### src/hdl/rdj_pkg.sv
package rdj_pkg;

  // Field widths
  localparam int COUNT_W    = 16;
  localparam int TIME_W     = 32;
  localparam int BASE_W     = 24;
  localparam int RATIO_W    = 8;
  localparam int WEIGHT_W   = 9;
  localparam int STREAK_W   = 8;
  localparam int SUM_W      = 19;
  localparam int SEEN_W     = 4;
  localparam int CFG_IDX_W  = 3;
  localparam int CFG_DATA_W = 32;

  localparam logic [WEIGHT_W-1:0] WEIGHT_ONE = 9'd256;
  localparam logic [STREAK_W-1:0] STREAK_MAX = 8'd255;
  localparam logic [BASE_W-1:0]   BASE_MAX   = 24'hFFFFFF;

  // Register reset values
  localparam logic [RATIO_W-1:0]  RST_DROP_RATIO    = 8'd77;
  localparam logic [BASE_W-1:0]   RST_MIN_BASELINE  = 24'd768;
  localparam logic [BASE_W-1:0]   RST_BASE_FLOOR    = 24'd256;
  localparam logic [WEIGHT_W-1:0] RST_EMA_WEIGHT    = 9'd38;
  localparam logic [STREAK_W-1:0] RST_STREAK_LIMIT  = 8'd3;
  localparam logic [TIME_W-1:0]   RST_HOLD_MS       = 32'd8000;

  // Configuration register indexes
  typedef enum logic [CFG_IDX_W-1:0] {
    REG_DROP_RATIO   = 3'd0,
    REG_MIN_BASELINE = 3'd1,
    REG_BASE_FLOOR   = 3'd2,
    REG_EMA_WEIGHT   = 3'd3,
    REG_STREAK_LIMIT = 3'd4,
    REG_HOLD_MS      = 3'd5
  } cfg_reg_t;

  typedef struct packed {
    logic [RATIO_W-1:0]  drop_ratio;
    logic [BASE_W-1:0]   min_baseline;
    logic [BASE_W-1:0]   baseline_floor;
    logic [WEIGHT_W-1:0] ema_weight;
    logic [STREAK_W-1:0] streak_limit;
    logic [TIME_W-1:0]   hold_ms;
  } cfg_t;

  typedef struct packed {
    logic                alert;
    logic                ready_res;
    logic [BASE_W-1:0]   baseline_out;
    logic [STREAK_W-1:0] streak_out;
    logic                low_flag;
  } res_t;

endpackage

### src/hdl/rdj_in_if.sv
interface rdj_in_if;
  logic                         valid;
  logic                         ready;
  logic [rdj_pkg::COUNT_W-1:0]  sample_count;
  logic [rdj_pkg::TIME_W-1:0]   now_ms;

  modport source (output valid, output sample_count, output now_ms, input ready);
  modport sink   (input valid, input sample_count, input now_ms, output ready);
endinterface

### src/hdl/rdj_out_if.sv
interface rdj_out_if;
  logic                          valid;
  logic                          ready;
  logic                          alert;
  logic                          ready_res;
  logic [rdj_pkg::BASE_W-1:0]    baseline_out;
  logic [rdj_pkg::STREAK_W-1:0]  streak_out;
  logic                          low_flag;

  modport source (output valid, output alert, output ready_res, output baseline_out,
                  output streak_out, output low_flag, input ready);
  modport sink   (input valid, input alert, input ready_res, input baseline_out,
                  input streak_out, input low_flag, output ready);
endinterface

### src/hdl/rate_drop_jam_detector_unit.sv
// Channel   Dir   Payload                                            Handshake
// in_ch     in    sample_count[15:0], now_ms[31:0]                   valid/ready
// out_ch    out   alert, ready_res, baseline_out[23:0],              valid/ready
//                 streak_out[7:0], low_flag
// cfg_*     in    cfg_index[2:0], cfg_wdata[31:0]                    cfg_wr_en
//
// One item per cycle sustained while out_ch does not stall; an item is loaded into
// the input register at acceptance, then its result into the result register.
// The per-item update (multiplies and compares on each path) sits between the
// input register and the result register, so state is current for the next item.
// Reset is synchronous, active low; the block accepts items right after reset.
// A stalled result holds in the output register while one more item waits in
// the input register; in_ch.ready drops only when both are full.
module rate_drop_jam_detector_unit #(
  parameter int WARMUP_ITEMS = 8
) (
  input  logic                           clk,
  input  logic                           rst_n,
  rdj_in_if.sink                         in_ch,
  rdj_out_if.source                      out_ch,
  input  logic                           cfg_wr_en,
  input  logic [rdj_pkg::CFG_IDX_W-1:0]  cfg_index,
  input  logic [rdj_pkg::CFG_DATA_W-1:0] cfg_wdata
);

  rdj_pkg::cfg_t cfg;
  rdj_pkg::res_t res;

  logic                          in_v_r;
  logic [rdj_pkg::COUNT_W-1:0]   in_count_r;
  logic [rdj_pkg::TIME_W-1:0]    in_now_r;
  logic                          out_v_r;
  rdj_pkg::res_t                 out_res_r;
  logic                          advance;
  logic                          in_take;

  // Flow control
  assign advance     = in_v_r & (~out_v_r | out_ch.ready);
  assign in_ch.ready = ~in_v_r | advance;
  assign in_take     = in_ch.valid & in_ch.ready;

  rdj_cfg_regs u_cfg (
    .clk   (clk),
    .rst_n (rst_n),
    .wr_en (cfg_wr_en),
    .index (cfg_index),
    .wdata (cfg_wdata),
    .cfg   (cfg)
  );

  rdj_core #(
    .WARMUP_ITEMS (WARMUP_ITEMS)
  ) u_core (
    .clk          (clk),
    .rst_n        (rst_n),
    .step         (advance),
    .sample_count (in_count_r),
    .now_ms       (in_now_r),
    .cfg          (cfg),
    .res          (res)
  );

  // Valid flags
  always_ff @(posedge clk) begin
    if (!rst_n) begin
      in_v_r  <= 1'b0;
      out_v_r <= 1'b0;
    end else begin
      if (in_ch.ready) begin
        in_v_r <= in_ch.valid;
      end
      if (advance) begin
        out_v_r <= 1'b1;
      end else if (out_ch.ready) begin
        out_v_r <= 1'b0;
      end
    end
  end

  // Payload registers
  always_ff @(posedge clk) begin
    if (in_take) begin
      in_count_r <= in_ch.sample_count;
      in_now_r   <= in_ch.now_ms;
    end
    if (advance) begin
      out_res_r <= res;
    end
  end

  assign out_ch.valid        = out_v_r;
  assign out_ch.alert        = out_res_r.alert;
  assign out_ch.ready_res    = out_res_r.ready_res;
  assign out_ch.baseline_out = out_res_r.baseline_out;
  assign out_ch.streak_out   = out_res_r.streak_out;
  assign out_ch.low_flag     = out_res_r.low_flag;

endmodule

### src/hdl/rdj_cfg_regs.sv
module rdj_cfg_regs (
  input  logic                              clk,
  input  logic                              rst_n,
  input  logic                              wr_en,
  input  logic [rdj_pkg::CFG_IDX_W-1:0]     index,
  input  logic [rdj_pkg::CFG_DATA_W-1:0]    wdata,
  output rdj_pkg::cfg_t                     cfg
);

  rdj_pkg::cfg_t cfg_r;
  rdj_pkg::cfg_t cfg_nxt;

  // Index decode; unused indexes are dropped
  always_comb begin
    cfg_nxt = cfg_r;
    if (wr_en) begin
      unique case (rdj_pkg::cfg_reg_t'(index))
        rdj_pkg::REG_DROP_RATIO:   cfg_nxt.drop_ratio     = wdata[rdj_pkg::RATIO_W-1:0];
        rdj_pkg::REG_MIN_BASELINE: cfg_nxt.min_baseline   = wdata[rdj_pkg::BASE_W-1:0];
        rdj_pkg::REG_BASE_FLOOR:   cfg_nxt.baseline_floor = wdata[rdj_pkg::BASE_W-1:0];
        rdj_pkg::REG_EMA_WEIGHT:   cfg_nxt.ema_weight     = wdata[rdj_pkg::WEIGHT_W-1:0];
        rdj_pkg::REG_STREAK_LIMIT: cfg_nxt.streak_limit   = wdata[rdj_pkg::STREAK_W-1:0];
        rdj_pkg::REG_HOLD_MS:      cfg_nxt.hold_ms        = wdata[rdj_pkg::TIME_W-1:0];
        default:                   cfg_nxt = cfg_r;
      endcase
    end
  end

  always_ff @(posedge clk) begin
    if (!rst_n) begin
      cfg_r.drop_ratio     <= rdj_pkg::RST_DROP_RATIO;
      cfg_r.min_baseline   <= rdj_pkg::RST_MIN_BASELINE;
      cfg_r.baseline_floor <= rdj_pkg::RST_BASE_FLOOR;
      cfg_r.ema_weight     <= rdj_pkg::RST_EMA_WEIGHT;
      cfg_r.streak_limit   <= rdj_pkg::RST_STREAK_LIMIT;
      cfg_r.hold_ms        <= rdj_pkg::RST_HOLD_MS;
    end else begin
      cfg_r <= cfg_nxt;
    end
  end

  assign cfg = cfg_r;

endmodule

### src/hdl/rdj_core.sv
module rdj_core #(
  parameter int WARMUP_ITEMS = 8
) (
  input  logic                            clk,
  input  logic                            rst_n,
  input  logic                            step,
  input  logic [rdj_pkg::COUNT_W-1:0]     sample_count,
  input  logic [rdj_pkg::TIME_W-1:0]      now_ms,
  input  rdj_pkg::cfg_t                   cfg,
  output rdj_pkg::res_t                   res
);

  // Mean = (sum << 8) / WARMUP_ITEMS via reciprocal: exact for sums below 2^19
  localparam int RECIP_SH = 30;
  localparam int RECIP_W  = 31;
  localparam int PROD_W   = rdj_pkg::SUM_W + RECIP_W;
  localparam int QUOT_W   = PROD_W - (RECIP_SH - 8);
  localparam logic [RECIP_W-1:0] RECIP =
    RECIP_W'(((2 ** RECIP_SH) + WARMUP_ITEMS - 1) / WARMUP_ITEMS);
  localparam logic [rdj_pkg::SEEN_W-1:0] WARM_LAST = rdj_pkg::SEEN_W'(WARMUP_ITEMS);

  localparam int EMA_W = rdj_pkg::BASE_W + rdj_pkg::WEIGHT_W + 1;

  // State
  logic [rdj_pkg::SUM_W-1:0]    warm_sum_r,  warm_sum_nxt;
  logic [rdj_pkg::SEEN_W-1:0]   warm_seen_r, warm_seen_nxt;
  logic                         have_r,      have_nxt;
  logic [rdj_pkg::BASE_W-1:0]   base_r,      base_nxt;
  logic [rdj_pkg::STREAK_W-1:0] run_r,       run_nxt;
  logic                         alert_r,     alert_nxt;
  logic [rdj_pkg::TIME_W-1:0]   stamp_r,     stamp_nxt;

  // Warm-up path
  logic [PROD_W-1:0]          warm_prod;
  logic [QUOT_W-1:0]          warm_q;
  logic [rdj_pkg::BASE_W-1:0] warm_base;
  logic                       warm_done;

  // Tracking path
  logic [31:0]                  lhs, rhs;
  logic                         low;
  logic [rdj_pkg::WEIGHT_W-1:0] w_sat, w_inv;
  logic [EMA_W-1:0]             ema_old, ema_new, ema_sum;
  logic [EMA_W-9:0]             ema_q;
  logic [rdj_pkg::BASE_W-1:0]   ema_base;
  logic [rdj_pkg::STREAK_W-1:0] run_inc, run_trk;
  logic                         trig, expired;
  logic [rdj_pkg::TIME_W-1:0]   elapsed;

  // Warm-up accumulate and mean
  always_comb begin
    warm_sum_nxt  = warm_sum_r + rdj_pkg::SUM_W'(sample_count);
    warm_seen_nxt = warm_seen_r + 1'b1;
    warm_done     = (warm_seen_nxt == WARM_LAST);
    warm_prod     = PROD_W'(warm_sum_nxt) * PROD_W'(RECIP);
    warm_q        = warm_prod[PROD_W-1:RECIP_SH-8];
    if (warm_q < QUOT_W'(cfg.baseline_floor)) begin
      warm_base = cfg.baseline_floor;
    end else if (warm_q > QUOT_W'(rdj_pkg::BASE_MAX)) begin
      warm_base = rdj_pkg::BASE_MAX;
    end else begin
      warm_base = warm_q[rdj_pkg::BASE_W-1:0];
    end
  end

  // Low test: count * 2^16 against ratio * baseline, only above min_baseline
  always_comb begin
    lhs = {sample_count, 16'b0};
    rhs = 32'(cfg.drop_ratio) * 32'(base_r);
    low = (lhs < rhs) && (base_r > cfg.min_baseline);
  end

  // Exponential average, weight saturated at one
  always_comb begin
    w_sat    = (cfg.ema_weight > rdj_pkg::WEIGHT_ONE) ? rdj_pkg::WEIGHT_ONE : cfg.ema_weight;
    w_inv    = rdj_pkg::WEIGHT_ONE - w_sat;
    ema_old  = EMA_W'(base_r) * EMA_W'(w_inv);
    ema_new  = EMA_W'({sample_count, 8'b0}) * EMA_W'(w_sat);
    ema_sum  = ema_old + ema_new;
    ema_q    = ema_sum[EMA_W-1:8];
    ema_base = (ema_q > (EMA_W-8)'(rdj_pkg::BASE_MAX)) ? rdj_pkg::BASE_MAX
                                                       : ema_q[rdj_pkg::BASE_W-1:0];
  end

  // Streak, alert set and hold expiry (elapsed is measured from the last trigger's stamp)
  always_comb begin
    run_inc = (run_r == rdj_pkg::STREAK_MAX) ? run_r : run_r + 1'b1;
    run_trk = low ? run_inc : '0;
    trig    = (run_trk >= cfg.streak_limit);
    elapsed = now_ms - stamp_r;
    expired = (elapsed > cfg.hold_ms);
  end

  // Next-state select
  always_comb begin
    have_nxt      = have_r;
    base_nxt      = base_r;
    run_nxt       = run_r;
    alert_nxt     = alert_r;
    stamp_nxt     = stamp_r;
    if (!have_r) begin
      if (warm_done) begin
        have_nxt = 1'b1;
        base_nxt = warm_base;
      end
    end else begin
      run_nxt   = run_trk;
      base_nxt  = low ? base_r : ema_base;
      alert_nxt = trig | (alert_r & ~expired);
      stamp_nxt = trig ? now_ms : stamp_r;
    end
  end

  always_ff @(posedge clk) begin
    if (!rst_n) begin
      warm_sum_r  <= '0;
      warm_seen_r <= '0;
      have_r      <= 1'b0;
      base_r      <= '0;
      run_r       <= '0;
      alert_r     <= 1'b0;
      stamp_r     <= '0;
    end else if (step) begin
      if (!have_r) begin
        warm_sum_r  <= warm_sum_nxt;
        warm_seen_r <= warm_seen_nxt;
      end
      have_r  <= have_nxt;
      base_r  <= base_nxt;
      run_r   <= run_nxt;
      alert_r <= alert_nxt;
      stamp_r <= stamp_nxt;
    end
  end

  // Result reflects the state after this item
  always_comb begin
    res.alert        = alert_nxt;
    res.ready_res    = have_nxt;
    res.baseline_out = base_nxt;
    res.streak_out   = run_nxt;
    res.low_flag     = have_r & low;
  end

endmodule

### src/flat_wrapper.sv
// flat-port wrapper written by rule: the top's interface ports become plain ports
module rate_drop_jam_detector_unit_flat 
#(
  parameter int WARMUP_ITEMS = 8
)
  (clk, rst_n, cfg_wr_en, cfg_index, cfg_wdata, in_ch_valid, in_ch_sample_count, in_ch_now_ms, in_ch_ready, out_ch_valid, out_ch_alert, out_ch_ready_res, out_ch_baseline_out, out_ch_streak_out, out_ch_low_flag, out_ch_ready);
  rdj_in_if in_ch_i ();
  rdj_out_if out_ch_i ();
  input  logic clk;
  input  logic rst_n;
  input  logic cfg_wr_en;
  input  logic [rdj_pkg::CFG_IDX_W-1:0] cfg_index;
  input  logic [rdj_pkg::CFG_DATA_W-1:0] cfg_wdata;
  input wire logic [$bits(in_ch_i.valid)-1:0] in_ch_valid;
  input wire logic [$bits(in_ch_i.sample_count)-1:0] in_ch_sample_count;
  input wire logic [$bits(in_ch_i.now_ms)-1:0] in_ch_now_ms;
  output wire logic [$bits(in_ch_i.ready)-1:0] in_ch_ready;
  output wire logic [$bits(out_ch_i.valid)-1:0] out_ch_valid;
  output wire logic [$bits(out_ch_i.alert)-1:0] out_ch_alert;
  output wire logic [$bits(out_ch_i.ready_res)-1:0] out_ch_ready_res;
  output wire logic [$bits(out_ch_i.baseline_out)-1:0] out_ch_baseline_out;
  output wire logic [$bits(out_ch_i.streak_out)-1:0] out_ch_streak_out;
  output wire logic [$bits(out_ch_i.low_flag)-1:0] out_ch_low_flag;
  input wire logic [$bits(out_ch_i.ready)-1:0] out_ch_ready;
  assign in_ch_i.valid = in_ch_valid;
  assign in_ch_i.sample_count = in_ch_sample_count;
  assign in_ch_i.now_ms = in_ch_now_ms;
  assign in_ch_ready = in_ch_i.ready;
  assign out_ch_valid = out_ch_i.valid;
  assign out_ch_alert = out_ch_i.alert;
  assign out_ch_ready_res = out_ch_i.ready_res;
  assign out_ch_baseline_out = out_ch_i.baseline_out;
  assign out_ch_streak_out = out_ch_i.streak_out;
  assign out_ch_low_flag = out_ch_i.low_flag;
  assign out_ch_i.ready = out_ch_ready;
  rate_drop_jam_detector_unit #(.WARMUP_ITEMS(WARMUP_ITEMS)) u_core (.clk(clk), .rst_n(rst_n), .in_ch(in_ch_i), .out_ch(out_ch_i), .cfg_wr_en(cfg_wr_en), .cfg_index(cfg_index), .cfg_wdata(cfg_wdata));
endmodule
### config.mk
export PLATFORM = sky130hd
export DESIGN_NAME = rate_drop_jam_detector_unit_flat
export DESIGN_NICKNAME = d
export VERILOG_FILES = /design/src/hdl/rdj_pkg.sv /design/src/hdl/rdj_in_if.sv /design/src/hdl/rdj_out_if.sv /design/src/hdl/rate_drop_jam_detector_unit.sv /design/src/hdl/rdj_cfg_regs.sv /design/src/hdl/rdj_core.sv /design/src/flat_wrapper.sv
export SDC_FILE = /design/constraint.sdc
export NUM_CORES = 2
export LEC_CHECK = 0
export BUFFER_PORTS_ARGS = -buffer_cell sky130_fd_sc_hd__buf_2
export CORE_UTILIZATION = 44
export DETAILED_ROUTE_END_ITERATION = 16
export PLACE_DENSITY_LB_ADDON = 0.12
export RECOVER_POWER = 50
export SYNTH_ARGS = -nofsm -noshare
export SYNTH_HDL_FRONTEND = slang
export SYNTH_SLANG_ARGS = --single-unit
### constraint.sdc
create_clock -name clk -period 11.3 [get_ports clk]
set_clock_uncertainty 0.05 [all_clocks]
set_input_delay 1.695 -clock clk [delete_from_list [all_inputs] [get_ports clk]]
set_output_delay 1.695 -clock clk [all_outputs]
set_load 0.02 [all_outputs]
==> impl_metrics.toml <==
[die]
fp-row-count = 100
fp.coreArea_sq_mm = 0.07470
initial_core_util = 0.4459
die_x_um = 277.1
fp.dieArea_sq_mm = 0.07681
fp.dieH_um = 277.1
ios = 125

[global_route]
antenna_found_initial = 14
grt_pass1_wl_um = 154300
overflow = 0
grt_max_degree = 85
track_usage = 0.2596
grt_pass1_vias = 26040

[clock_network]
cts.sinks = 279
cts-buffers-inserted = 38
clockRootBuffer = "clkbuf_16"
cts_hold_buffers = 0
h-tree-depth = 2
clk_pin_slew_ns = 0.06
insertion_delay_ns = 0.59
post-cts-setup-buffer-count = 0
cts_resized = 0
clock_path_buffers = 3
cts_tree = "done"

[power]
p_per_area_mw_per_mm2 = 118.4
clkPwrFrac = 0.294
pwr-share-comb = 0.446
p_leak_nw = 16.82
seqPwrFrac = 0.259
switching_power_mw = 1.734
swShare = 0.4042
p_int_mw = 2.555
max-vdd-ir-drop_v = 0.0001267

[sta]
drv_slew = 128
maxSlewHeadroom = -1.082
worst_pin_slew_ns = 3.123
final.period_utilization = 0.9287
setup_viol = 0
hold_viol_final = 0
rsz0062_at_grt = "false"
timing.fmax_mhz = 95.29
fin_crit_ns = 10.49
tns_ns = 0

[placed_design]
post-dp-hpwl_um = 75680
routabilityCongestion = 0.9053
io_buffers = 124

[setup_path]
arrival_ns = 10.88
rr_startpoint = "u_core.u_cfg.cfg[101]"
crit_path_end_kind = "flip-flop"
startpoint_type = "flip-flop"
path_max_fanout = 34
required_ns = 11.68
startpoint = "u_core.u_cfg.cfg[101]"
cp_slowest_cell = "dfxtp_1"
crit_type = "reg -> reg"
max_stage_delay_ns = 0.92

[hold_path]
min_path_type = "reg -> reg"
min_from = "u_core.u_cfg.cfg[87]"

[route]
drc = 0
wl_um = 98570
wl_per_cell_um = 19.93
vias = 26490
vias_per_cell = 5.357
drt_iter0_markers = 1764
antenna_left = 0
drtPass1Iterations = 8

[run_status]
status = "finished, violations left"
violations = "capacitance limit, slew limit"

[synth]
ys_ff_latch = 279
async_reset_ff_frac = 0
synth_top_cell_by_area = "fa_1"
synthFlopType = "dfxtp_1"
netlist_area_sq_mm = 0.03331
synth_top_area_frac = 0.2476
ys_seq_area_frac = 0.1926
yosys_warnings = 0
synth_area_leaders = "fa_1, dfxtp_1, ha_1"
synth_cells = 3896
syn_avg_cell_area_sq_um = 8.550
synth_edf_count = 83
netlist-cell-type-count = 85
syn-num-nets = 4698

[final_layout]
final_common_cell = "nand2_1"
nNetsFinal = 4746
drive_gt1_frac = 0.06215
final_util = 0.4848
synthToLayoutAreaGrowth_pct = 8.703
layout_common_cells = "nand2_1, inv_1, fa_1"

[flow_run]
maxCapViolations = 3
final cells by class:
class | instances | area (sq um)
diodes | 2 | 5.005
clock buffers | 52 | 1054
clock inverters | 18 | 244.0
fillers | 7363 | 38490
inverters | 627 | 2359
multi-input cells | 2810 | 23880
flip-flops and latches | 279 | 6419
well taps | 969 | 1212
repair buffers | 188 | 1036
through the flow:
stage          worst slack [ns]  power, mW  area (sq um)  cells  hold slack (ns)
2_1_floorplan             1.686      2.510         33310   3896           0.3818
3_3_place_gp             0.8782      3.040         34970   4873           0.3935
3_5_place_dp             0.6235      3.034         34970   4873           0.3975
4_1_cts                  0.5720      4.318         36270   4943           0.4056
5_1_grt                 0.07175      4.590         36210   4945           0.4185
6_report                 0.8052      4.289         36210   4945           0.4036
Yosys cell counts (10+ instances only):
master    instances
inv_1           627
nand2_1         627
fa_1            412
ha_1            302
and2_1          282
a21oi_1         225
dfxtp_1         196
clkbuf_1        162
nor2_1          157
o21ai_0          91
edfxtp_1         83
xnor2_1          72
mux2i_1          58
a21o_1           55
xor2_1           48
nand4_1          34
nand3_1          32
nor3_1           31
nor2b_1          29
o211ai_1         26
a211oi_1         25
o21a_1           24
nand2b_1         23
and3_1           21
a31oi_1          17
a211o_1          14
o21bai_1         13
a221oi_1         12
o21ai_1          10
o221ai_1         10
critical path, delay by kind of cell, from the launching register on:
kind / cells / cell delay, ns
fa+ha+maj: 7 / 2.80
buf+inv: 3 / 0.64
flops: 1 / 0.92
compound gates: 13 / 2.88
xor+xnor: 1 / 0.12
simple gates: 12 / 2.59
mux: 1 / 0.26
cells by family after synthesis:
kind of cell,synth area share
and+or+nand+nor,0.1846
DFF,0.1926
AOI/OAI and AO/OA,0.1190
buffers and inverters,0.09176
adders and majority gates,0.3610
muxes,0.01946
xor gates and xnor gates,0.03155
sequential cells by signal, summed over array words and instances (netlist names):
name                        flops
u_core.out_ch.baseline_out     24
u_core.out_ch.low_flag          1
u_core.in_v_r                   1
u_core.u_cfg.cfg              105
u_core.u_core.have_r            1
u_core.u_core.base_r           24
u_core.u_core.warm_sum_r       19
u_core.u_core.stamp_r          32
u_core.in_now_r                32
u_core.out_ch.streak_out        8
u_core.u_core.run_r             8
u_core.out_ch.ready_res         1
u_core.in_count_r              16
u_core.u_core.warm_seen_r       4
u_core.out_ch.valid             1
u_core.out_ch.alert             1
u_core.u_core.alert_r           1
path summary, 6_finish.rpt:
check	endpoint	slack (ns)	cells past startpoint
setup reg to reg	u_core.u_core.stamp_r[31]	0.81	37
hold / removal	u_core.u_cfg.cfg[87]	0.40	2
setup / recovery	u_core.u_core.stamp_r[31]	0.81	37
hold reg to reg	u_core.u_cfg.cfg[87]	0.40	2
power groups by stage:
stage	Clock [mW]	Combinational (mW)	Sequential (mW)
2_1_floorplan	0	1.40	1.11
3_3_place_gp	0	1.91	1.13
3_5_place_dp	0	1.90	1.13
4_1_cts	1.29	1.92	1.11
5_1_grt	1.32	2.15	1.12
6_report	1.26	1.91	1.11
layer usage:
metal	vias to the layer above	track usage	routed length [um]
li1	12630	-	-
met1	12950	0.3673	45390
met2	745	0.4133	44040
met3	147	0.04362	6577
met4	16	0.06011	2465
met5	-	0	86
No activity file was read; power rests on OpenSTA's default activity.
